==> src/rtl/lss_pkg.sv <==
// Shared types and constants for the LIFO stack with search.
package lss_pkg;

	localparam int DEPTH_DEF = 32;
	localparam int WORD_W    = 32;
	localparam int REQ_W     = 3;
	localparam int POS_W     = 5;
	localparam int CAP_W     = 6;
	localparam int FILL_W    = 6;
	localparam int ST_W      = 3;

	localparam logic [CAP_W-1:0] CAP_RST = 6'd32;

	typedef enum logic [REQ_W-1:0] {
		REQ_PUSH   = 3'd0,
		REQ_POP    = 3'd1,
		REQ_PEEK   = 3'd2,
		REQ_SEARCH = 3'd3,
		REQ_UPDATE = 3'd4
	} req_t;

	typedef enum logic [ST_W-1:0] {
		ST_OK       = 3'd0,
		ST_FULL     = 3'd1,
		ST_EMPTY    = 3'd2,
		ST_NOTFOUND = 3'd3,
		ST_RANGE    = 3'd4
	} status_t;

	typedef struct packed {
		logic                     push;
		logic                     pop;
		logic                     upd;
		logic signed [WORD_W-1:0] wdata;
		logic signed [WORD_W-1:0] key;
	} cell_ctrl_t;

endpackage

==> src/rtl/lifo_stack_with_search.sv <==
// Top level: bounded LIFO stack of signed words with search and in-place update.
//
// Requests arrive on the in channel (in_valid/in_ready) as req_type, value and
// position; each gives exactly one word on the out channel (out_valid/out_ready)
// with status, data, found_position, fill_count, is_empty and is_full.
// For push, pop, peek, update and unknown codes the result word is registered
// at the accepting edge and is offered in the next cycle.
// Search walks the stack, a row of DEPTH cells: the hit and its cell index
// travel down that row one cell per cycle, so the length of the row, and any
// out channel stall at the end, set the search latency. No request is taken meanwhile.
// A new request is taken while the result register is empty or being read, so
// requests other than search go back to back at one per cycle while out_ready is high.
// If the receiver stalls, the result word holds and in_ready drops.
// capacity is written through cfg_we/cfg_wdata, by the user only while idle;
// the block itself does not enforce this. Zero acts as one, values above DEPTH as DEPTH.
// Reset empties the stack, sets capacity to 32 and drops out_valid; entry
// contents are not cleared and are never read before being written.
module lifo_stack_with_search #(
	parameter int DEPTH = lss_pkg::DEPTH_DEF
) (
	input  logic                               clk,
	input  logic                               arst_n,
	input  logic                               cfg_we,
	input  logic [lss_pkg::CAP_W-1:0]          cfg_wdata,
	input  logic                               in_valid,
	output logic                               in_ready,
	input  logic [lss_pkg::REQ_W-1:0]          req_type,
	input  logic signed [lss_pkg::WORD_W-1:0]  value,
	input  logic [lss_pkg::POS_W-1:0]          position,
	output logic                               out_valid,
	input  logic                               out_ready,
	output logic [lss_pkg::ST_W-1:0]           status,
	output logic signed [lss_pkg::WORD_W-1:0]  data,
	output logic [lss_pkg::POS_W-1:0]          found_position,
	output logic [lss_pkg::FILL_W-1:0]         fill_count,
	output logic                               is_empty,
	output logic                               is_full
);
	import lss_pkg::*;

	localparam int AW  = $clog2(DEPTH);
	localparam int CW  = $clog2(DEPTH + 1);
	localparam int WW0 = (CW > CAP_W) ? CW : CAP_W;
	localparam int WW  = (WW0 > POS_W) ? WW0 : POS_W;

	typedef enum logic [1:0] {
		S_IDLE = 2'b01,
		S_SRCH = 2'b10
	} state_t;

	state_t                   state_q;
	logic [CW-1:0]            count_q;
	logic [CW-1:0]            scan_q;
	logic [CAP_W-1:0]         cap_q;
	logic signed [WORD_W-1:0] key_q;

	logic                     out_valid_q;
	status_t                  status_q;
	logic signed [WORD_W-1:0] data_q;
	logic [POS_W-1:0]         fpos_q;
	logic [FILL_W-1:0]        fill_q;
	logic                     empty_q;
	logic                     full_q;

	logic signed [WORD_W-1:0] entry_w [DEPTH];
	logic signed [WORD_W-1:0] up_w    [DEPTH];
	logic signed [WORD_W-1:0] dn_w    [DEPTH];
	logic                     hit_w   [DEPTH];
	logic                     hin_w   [DEPTH];
	logic [AW-1:0]            idx_w   [DEPTH];
	logic [AW-1:0]            iin_w   [DEPTH];

	cell_ctrl_t               ctrl;
	logic [WW-1:0]            cap_eff;
	logic                     full_now;
	logic                     in_fire;
	logic                     out_free;
	logic                     srch_done;
	logic                     push_ok;
	logic                     pop_ok;
	logic                     upd_ok;
	logic                     go_srch;
	status_t                  st_nx;
	logic signed [WORD_W-1:0] data_nx;
	logic [CW-1:0]            cnt_nx;
	logic [AW-1:0]            upd_idx;

	always_comb begin
		if (cap_q == '0) begin
			cap_eff = WW'(1);
		end else if (WW'(cap_q) > WW'(DEPTH)) begin
			cap_eff = WW'(DEPTH);
		end else begin
			cap_eff = WW'(cap_q);
		end
	end

	assign full_now  = WW'(count_q) >= cap_eff;
	assign out_free  = !out_valid_q || out_ready;
	assign in_ready  = (state_q == S_IDLE) && out_free;
	assign in_fire   = in_valid && in_ready;
	assign srch_done = (state_q == S_SRCH) && (scan_q == CW'(DEPTH)) && out_free;
	assign upd_idx   = AW'(WW'(count_q) - WW'(position) - WW'(1));

	always_comb begin
		push_ok = 1'b0;
		pop_ok  = 1'b0;
		upd_ok  = 1'b0;
		go_srch = 1'b0;
		st_nx   = ST_OK;
		data_nx = '0;
		cnt_nx  = count_q;
		case (req_t'(req_type))
			REQ_PUSH: begin
				if (full_now) begin
					st_nx = ST_FULL;
				end else begin
					push_ok = 1'b1;
					cnt_nx  = count_q + CW'(1);
				end
			end
			REQ_POP: begin
				if (count_q == '0) begin
					st_nx = ST_EMPTY;
				end else begin
					pop_ok  = 1'b1;
					data_nx = entry_w[0];
					cnt_nx  = count_q - CW'(1);
				end
			end
			REQ_PEEK: begin
				if (count_q == '0) begin
					st_nx = ST_EMPTY;
				end else begin
					data_nx = entry_w[0];
				end
			end
			REQ_SEARCH: begin
				go_srch = 1'b1;
			end
			REQ_UPDATE: begin
				if (WW'(position) >= WW'(count_q)) begin
					st_nx = ST_RANGE;
				end else begin
					upd_ok = 1'b1;
				end
			end
			default: begin
			end
		endcase
	end

	always_comb begin
		ctrl.push  = in_fire && push_ok;
		ctrl.pop   = in_fire && pop_ok;
		ctrl.upd   = in_fire && upd_ok;
		ctrl.wdata = value;
		ctrl.key   = key_q;
	end

	genvar gi;
	generate
		for (gi = 0; gi < DEPTH; gi++) begin : g_cell
			if (gi == 0) begin : g_head
				assign up_w[gi]  = value;
				assign hin_w[gi] = 1'b0;
				assign iin_w[gi] = '0;
			end else begin : g_body
				assign up_w[gi]  = entry_w[gi-1];
				assign hin_w[gi] = hit_w[gi-1];
				assign iin_w[gi] = idx_w[gi-1];
			end
			if (gi == DEPTH - 1) begin : g_tail
				assign dn_w[gi] = entry_w[gi];
			end else begin : g_mid
				assign dn_w[gi] = entry_w[gi+1];
			end

			lss_cell #(
				.DEPTH (DEPTH),
				.IDX   (gi)
			) u_cell (
				.clk      (clk),
				.arst_n   (arst_n),
				.ctrl     (ctrl),
				.fill     (count_q),
				.upd_idx  (upd_idx),
				.up_entry (up_w[gi]),
				.dn_entry (dn_w[gi]),
				.hit_in   (hin_w[gi]),
				.idx_in   (iin_w[gi]),
				.entry    (entry_w[gi]),
				.hit_out  (hit_w[gi]),
				.idx_out  (idx_w[gi])
			);
		end
	endgenerate

	always_ff @(posedge clk or negedge arst_n) begin
		if (!arst_n) begin
			state_q     <= S_IDLE;
			count_q     <= '0;
			scan_q      <= '0;
			cap_q       <= CAP_RST;
			out_valid_q <= 1'b0;
		end else begin
			if (cfg_we) begin
				cap_q <= cfg_wdata;
			end
			if (in_fire) begin
				count_q <= cnt_nx;
			end
			case (state_q)
				S_IDLE: begin
					if (in_fire && go_srch) begin
						state_q <= S_SRCH;
						scan_q  <= '0;
					end
				end
				S_SRCH: begin
					if (scan_q != CW'(DEPTH)) begin
						scan_q <= scan_q + CW'(1);
					end
					if (srch_done) begin
						state_q <= S_IDLE;
					end
				end
				default: begin
					state_q <= S_IDLE;
				end
			endcase
			if ((in_fire && !go_srch) || srch_done) begin
				out_valid_q <= 1'b1;
			end else if (out_ready) begin
				out_valid_q <= 1'b0;
			end
		end
	end

	// hold the search key; load the result word
	always_ff @(posedge clk) begin
		if (in_fire) begin
			key_q <= value;
		end
		if (in_fire && !go_srch) begin
			status_q <= st_nx;
			data_q   <= data_nx;
			fpos_q   <= '0;
			fill_q   <= FILL_W'(cnt_nx);
			empty_q  <= (cnt_nx == '0);
			full_q   <= (WW'(cnt_nx) >= cap_eff);
		end else if (srch_done) begin
			status_q <= hit_w[DEPTH-1] ? ST_OK : ST_NOTFOUND;
			data_q   <= '0;
			fpos_q   <= hit_w[DEPTH-1] ?
				POS_W'(WW'(count_q) - WW'(idx_w[DEPTH-1]) - WW'(1)) : '0;
			fill_q   <= FILL_W'(count_q);
			empty_q  <= (count_q == '0);
			full_q   <= full_now;
		end
	end

	assign out_valid      = out_valid_q;
	assign status         = status_q;
	assign data           = data_q;
	assign found_position = fpos_q;
	assign fill_count     = fill_q;
	assign is_empty       = empty_q;
	assign is_full        = full_q;

	a_count_bound: assert property (@(posedge clk) disable iff (!arst_n)
		WW'(count_q) <= WW'(DEPTH))
		else $error("fill count beyond depth");

	a_no_take_in_search: assert property (@(posedge clk) disable iff (!arst_n)
		(state_q == S_SRCH) |-> !in_ready)
		else $error("request taken during search");

	a_push_grows: assert property (@(posedge clk) disable iff (!arst_n)
		ctrl.push |=> count_q == $past(count_q) + CW'(1))
		else $error("push did not grow the stack");

	a_search_result: assert property (@(posedge clk) disable iff (!arst_n)
		srch_done |=> out_valid_q && (status_q == ST_OK || status_q == ST_NOTFOUND))
		else $error("search finished without a result word");

endmodule

==> src/rtl/lss_cell.sv <==
// One stack cell: holds one word, shifts on push and pop, takes an update, forwards the search hit.
module lss_cell #(
	parameter int DEPTH = lss_pkg::DEPTH_DEF,
	parameter int IDX   = 0
) (
	input  logic                               clk,
	input  logic                               arst_n,
	input  lss_pkg::cell_ctrl_t                ctrl,
	input  logic [$clog2(DEPTH+1)-1:0]         fill,
	input  logic [$clog2(DEPTH)-1:0]           upd_idx,
	input  logic signed [lss_pkg::WORD_W-1:0]  up_entry,
	input  logic signed [lss_pkg::WORD_W-1:0]  dn_entry,
	input  logic                               hit_in,
	input  logic [$clog2(DEPTH)-1:0]           idx_in,
	output logic signed [lss_pkg::WORD_W-1:0]  entry,
	output logic                               hit_out,
	output logic [$clog2(DEPTH)-1:0]           idx_out
);
	import lss_pkg::*;

	localparam int AW = $clog2(DEPTH);
	localparam int CW = $clog2(DEPTH + 1);

	logic signed [WORD_W-1:0] entry_q;
	logic                     hit_q;
	logic [AW-1:0]            idx_q;
	logic                     match;

	assign match = (CW'(IDX) < fill) && (entry_q == ctrl.key);

	always_ff @(posedge clk) begin
		if (ctrl.push) begin
			entry_q <= up_entry;
		end else if (ctrl.pop) begin
			entry_q <= dn_entry;
		end else if (ctrl.upd && (upd_idx == AW'(IDX))) begin
			entry_q <= ctrl.wdata;
		end
	end

	// later cells sit lower in the stack, so a hit here overrides one from above
	always_ff @(posedge clk or negedge arst_n) begin
		if (!arst_n) begin
			hit_q <= 1'b0;
			idx_q <= '0;
		end else begin
			hit_q <= match | hit_in;
			idx_q <= match ? AW'(IDX) : idx_in;
		end
	end

	assign entry   = entry_q;
	assign hit_out = hit_q;
	assign idx_out = idx_q;

endmodule
==> config.mk <==
export PLATFORM = sky130hd
export DESIGN_NAME = lifo_stack_with_search
export DESIGN_NICKNAME = d
export VERILOG_FILES = /design/src/rtl/lss_pkg.sv /design/src/rtl/lifo_stack_with_search.sv /design/src/rtl/lss_cell.sv
export SDC_FILE = /design/constraint.sdc
export NUM_CORES = 2
export LEC_CHECK = 0
export BUFFER_PORTS_ARGS = -buffer_cell sky130_fd_sc_hd__buf_2
export CORE_MARGIN = 8
export CORE_UTILIZATION = 44
export DETAILED_ROUTE_END_ITERATION = 8
export PLACE_DENSITY_LB_ADDON = 0.1
export SYNTH_ARGS = -nofsm -noshare
export SYNTH_HDL_FRONTEND = slang
export SYNTH_HIERARCHICAL = 1
export SYNTH_SLANG_ARGS = --single-unit
==> constraint.sdc <==
create_clock -name clk -period 9.3 [get_ports clk]
set_input_delay 0.93 -clock clk [delete_from_list [all_inputs] [get_ports clk]]
set_output_delay 0.93 -clock clk [all_outputs]
set_load 0.05 [all_outputs]
## Word-level counts from Yosys, hierarchy flattened

Index checks and enable logic that the tools add are counted.

| word-level totals | value |
|---|---|
| flip-flop bits (word level) | 1,312 |
| input bits | 51 |
| output and inout bits | 50 |
| logic and storage cells | 542 |

| cells by class | value |
|---|---|
| add/subtract/negate cells | 7 |
| $lt $le $gt $ge | 36 |
| equality and inequality tests | 75 |
| muxes and demuxes | 165 |
| bitwise operators | 31 |
| reduce and logical (&&, ||, !) cells | 121 |

Operators with widths:

| kind | count |
|---|---|
| $mux 32 | 100 |
| $eq 32x32->1 | 32 |
| $mux 5 | 31 |
| $lt 5x6->1 const A | 16 |
| $reduce_bool 3->1 | 31 |
| $eq 5x5->1 const B | 16 |
| $logic_and 1x1->1 | 73 |
| $lt 4x6->1 const A | 8 |
| $mux 6 | 8 |
| $eq 5x4->1 const B | 8 |
| $or 1x1->1 | 31 |
| $lt 3x6->1 const A | 4 |
| $pmux 6 s2 | 2 |
| $eq 5x3->1 const B | 4 |
| $logic_not 6->1 | 3 |
| $mux 1 | 15 |
| $add 6x1->6 const B | 2 |
| $ge 6x6->1 | 2 |
| $lt 1x6->1 const A | 2 |
| $lt 2x6->1 const A | 2 |
| $eq 5x2->1 const B | 2 |
| $sub 5x1->5 const B | 2 |
| $sub 5x5->5 | 2 |
| $mux 3 | 3 |
| 24 further kinds | 36 |

## Depth between registers and ports, before layout

| depth | value |
|---|---|
| word-level depth | 9 |
| depth in mapped cells | 17 |
| mapped depth without buffers | 17 |

## By module

The synthesis kept the hierarchy.

By module, submodules not included:

| module | instances | cells an instance | area each (sq um) | sequential area each (sq um) |
|---|---|---|---|---|
| lifo_stack_with_search | 1 | 389 | 4,820.9 | 2,880.3 |
| lss_cell at g_cell[18].u_cell ... | 2 | 200 | 2,245.9 | 1,111.1 |
| lss_cell at g_cell[4].u_cell ... | 2 | 203 | 2,214.6 | 1,111.1 |
| lss_cell at g_cell[1].u_cell | 1 | 201 | 2,285.9 | 1,111.1 |
| lss_cell at g_cell[13].u_cell | 1 | 201 | 2,284.7 | 1,111.1 |
| lss_cell at g_cell[2].u_cell | 1 | 203 | 2,269.7 | 1,111.1 |
| lss_cell at g_cell[14].u_cell | 1 | 203 | 2,262.2 | 1,111.1 |
| lss_cell at g_cell[25].u_cell | 1 | 200 | 2,262.2 | 1,111.1 |
| lss_cell at g_cell[11].u_cell | 1 | 200 | 2,259.7 | 1,111.1 |
| lss_cell at g_cell[10].u_cell | 1 | 201 | 2,253.4 | 1,111.1 |
| lss_cell at g_cell[20].u_cell | 1 | 201 | 2,249.7 | 1,111.1 |
| lss_cell at g_cell[22].u_cell | 1 | 200 | 2,243.4 | 1,111.1 |
| lss_cell at g_cell[3].u_cell | 1 | 200 | 2,240.9 | 1,111.1 |
| lss_cell at g_cell[8].u_cell | 1 | 202 | 2,240.9 | 1,111.1 |
| 17 more rows | -- | -- | -- | -- |

## Least setup slack after synthesis

Ideal clock, no wire load.

| timing path | value |
|---|---|
| path kind | input to register |
| from | input port position[0] in the netlist's numbering |
| to | register g_cell[28].u_cell.entry_q[0] (enable) |
| library setup time | 470 ps |
| data arrival time | 6,658 ps |
| data required time | 8,830 ps |
| setup slack | 2,172 ps |
| stages | 11 |
| buffers on the path | 0 |
| path through | inv_1 -> ha_1 -> nand2b_1 -> a21o_1 -> a21o_1 -> a21o_1 -> a21oi_1 -> nor2_1 -> nor3_1 -> nand4_1 -> o31ai_1 |

| between the ends | value |
|---|---|
| elaborated cells on any way between the ends | 9 |
| those cells by class | add/sub: 2; order compare: 1; eq/ne: 1; mux: 2; reduce/logical: 3 |

RTL lines:

| element | line | text |
|---|---|---|
| start: declaration | lifo_stack_with_search.sv:29 | `input logic [lss_pkg::POS_W-1:0] position,` |
| $sub 5x5->5 | lifo_stack_with_search.sv:103 | `assign upd_idx = AW'(WW'(count_q) - WW'(position) - WW'(1));` |
| $sub 5x1->5 | lifo_stack_with_search.sv:103 |  |
| via upd_idx[0] | lifo_stack_with_search.sv:86 | `logic [AW-1:0] upd_idx;` |
| $eq 5x5->1 | lss_cell.sv:36 | `end else if (ctrl.upd && (upd_idx == AW'(IDX))) begin` |
| $logic_and 1x1->1 | lss_cell.sv:36 |  |
| $reduce_bool 3->1 (no source line) | -- |  |
| end signal: assignment | lss_cell.sv:33 | `entry_q <= up_entry;` |
| end signal: assignment | lss_cell.sv:35 | `entry_q <= dn_entry;` |
| end signal: assignment | lss_cell.sv:37 | `entry_q <= ctrl.wdata;` |
| end: declaration | lss_cell.sv:24 | `logic signed [WORD_W-1:0] entry_q;` |

The timed path passes the listed nets, and every way through them passes these cells.
A chain may end at the register's enable or synchronous reset.

==> qor.yml <==
status: "complete, no violations"
startpoint_type: "flip-flop"
yosys_warnings: 6
synthCells: 6846
num_rows: 152
stdcell_area_mm2: 0.0846
ys_async_sr_fraction: 0.162
portBuffers: 100
die_area_mm2: 0.187
hold_path.class: "input port to flip-flop"
setup_viol: 0
hold_viol: 0
syn_area_mm2: 0.0762
tritoncts: "done"
synth_top_flop_cell: "edfxtp_1"
crit_type: "flip-flop to flip-flop"
hpwl_mm: 188
ctsResizeCount: 0
drtPass1Iterations: 6
mostFrequentLayoutCell: "edfxtp_1"
power.leakage_nw: 26.6
setup-tns-final_ps: 0
vias: 56800
final_cell_mix: "1,099 x edfxtp_1, 1,060 x nand2_1, 1,025 x mux2i_1, 1,021 x o21ai_0, 844 x xor2_1"
drc: 0
layout.nets: 6970
antenna_found_initial: 7
wl_mm: 283
worstPathRequired_ps: 9780
placed_area_mm2: 0.0794
cts.sinks: 1317
whs_ps: 361
max_freq_ghz: 0.200
worst-r2r-cell-count: 8
fin_crit_ps: 5000
r2r_start: "count_q[2]$_DFFE_PN0P_"
syn_area_per_cell_um2: 11.1
drv_slew: 0
rsz0062_at_grt: "no"
drv_cap: 0
grt_pass1_vias: 54300
cts_root_buf: "clkbuf_16"
drt_iter0_drc: 8077
clockBufferDepth: 3
period_share: 0.537
ys_seq_area_frac: 0.504
worstPathArrival_ps: 5480
grt_pass1_wl_mm: 401
grt_max_degree: 262
crit_start: "count_q[2]$_DFFE_PN0P_"
rrSetupSlack_ps: 4300
die_x_um: 432
slew_headroom: 0.122
crit_path_end_kind: "flip-flop"
via_per_inst: 6.08
drive_gt1_frac: 0.0968
synth_seq_cells: 1317
initial_core_util: 0.443
p_per_area_mw_per_mm2: 195
ant_nets: 0
post-route-util: 0.492
ios: 101
htreeDepth: 4
grt.overflow.total: 0
clk-insertion-delay-late_ps: 800
worst_pin_slew_ps: 1320
synth_edf_count: 1099
die_height_um: 432
cts.clk_slew.worst_paths_ps: 60
area_growth_pct: 11.0
cp_max_fo: 257
numCtsBuffers: 158
yosysUniqueCellTypes: 84
grt_usage: 0.291
hold_depth: 3
hp-start: "cfg_wdata[5]"
wl_per_cell_um: 30.3
vdd_drop_max_mv: 0.181
place_congestion: 0.860
finalClockSkew_ps: 33.3
core_region_area_mm2: 0.172
per-layer routing:
metal  track usage  vias up  wire length [um]
met3        0.0447      450             23900
met4        0.0923        6              9790
met2         0.436     2774            122000
li1              -    25100                 -
met1         0.432    28400            126000
met5             0        -                41
cell type report:
type	count	area, um2
Clock buffer	233	4670
Multi-Input combinational cell	5072	36000
Sequential cell	1317	38400
Fill cell	15800	87400
Timing Repair Buffer	243	1770
Inverter	95	357
Tap cell	2310	2890
Antenna cell	1	2.50
Clock inverter	58	442
cell families (layout without fill, tap and decap cells):
family	Yosys count	count (layout)	synth area share
DFF	1317	1317	0.504
and+or+nand+nor	1607	1607	0.109
xor gates and xnor gates	1032	1032	0.119
muxes	1033	1033	0.136
adders and majority gates	32	32	0.00545
buffers and inverters	462	629	0.0250
AOI/OAI and AO/OA	1362	1362	0.102
other	1	7	0.0000492
registers in the layout, indices dropped and copies added, names as in the netlist, 2 cells and up:
signal,count
key_q,32
scan_q,6
status,3
cap_q,6
fill_count,6
g_cell.u_cell/entry,1024
g_cell.u_cell/idx_out,160
data,32
found_position,5
g_cell.u_cell/hit_out,32
count_q,6
state_q,2
cells in the mapped netlist, drive strengths merged (26+ instances only):
cell type,count,area (um2)
edfxtp,1099,33000
nand2,1061,3980
o21ai,1045,5230
mux2i,1025,10300
xor2,845,7400
clkbuf,236,887
nor4,222,2160
dfrtp,211,5280
xnor2,187,1640
buf,131,663
inv,94,353
nand4,89,582
a31o,71,622
o31a,66,578
o31ai,46,345
and2,38,238
nor2,33,124
and4,30,279
ha,30,375
nand3,30,150
a21oi,29,145
a311o,26,260
worst max-delay path, cell delays in order, from the launching register on:
cell and delay, ps:
dfrtp_2 690, buf_4 500, ha_1 320, nand4_1 170, o21ai_0 230, nor3_2 580
buf_12 490, buf_4 930, o21ai_0 270
where the power goes:
group          switching (W)  total, W  leakage [nW]  internal [W]
sequential          0.000404   0.00728          12.6       0.00687
clock                0.00259   0.00620          2.52       0.00361
combinational        0.00212   0.00302          11.5      0.000894
timing repair:
item                                   in CTS  in global routing
hold buffers                                1                  0
setup buffers                               0                  0
endpoints found under the hold margin       8                  0
through the flow:
stage	worst slack (ps)	power, W	instances
6_report	4300	0.0165	9329
5_1_grt	4230	0.0170	9328
4_1_cts	4560	0.0165	9327
3_5_place_dp	4570	0.0103	9035
3_3_place_gp	4600	0.0103	9034
2_1_floorplan	2170	0.00898	6851
final timing paths:
path,endpoint
worst max-delay path,g_cell[24].u_cell/entry[13]$_DFFE_PP_
worst min-delay path,cap_q[5]$_DFFE_PN1P_
worst max register to register,g_cell[24].u_cell/entry[13]$_DFFE_PP_
worst min register to register,g_cell[19].u_cell/idx_out[0]$_DFF_PN0_
max in group asynchronous,g_cell[18].u_cell/idx_out[3]$_DFF_PN0_
min in group asynchronous,g_cell[0].u_cell/idx_out[4]$_DFF_PN0_
No activity file was read; power rests on OpenSTA's default activity.
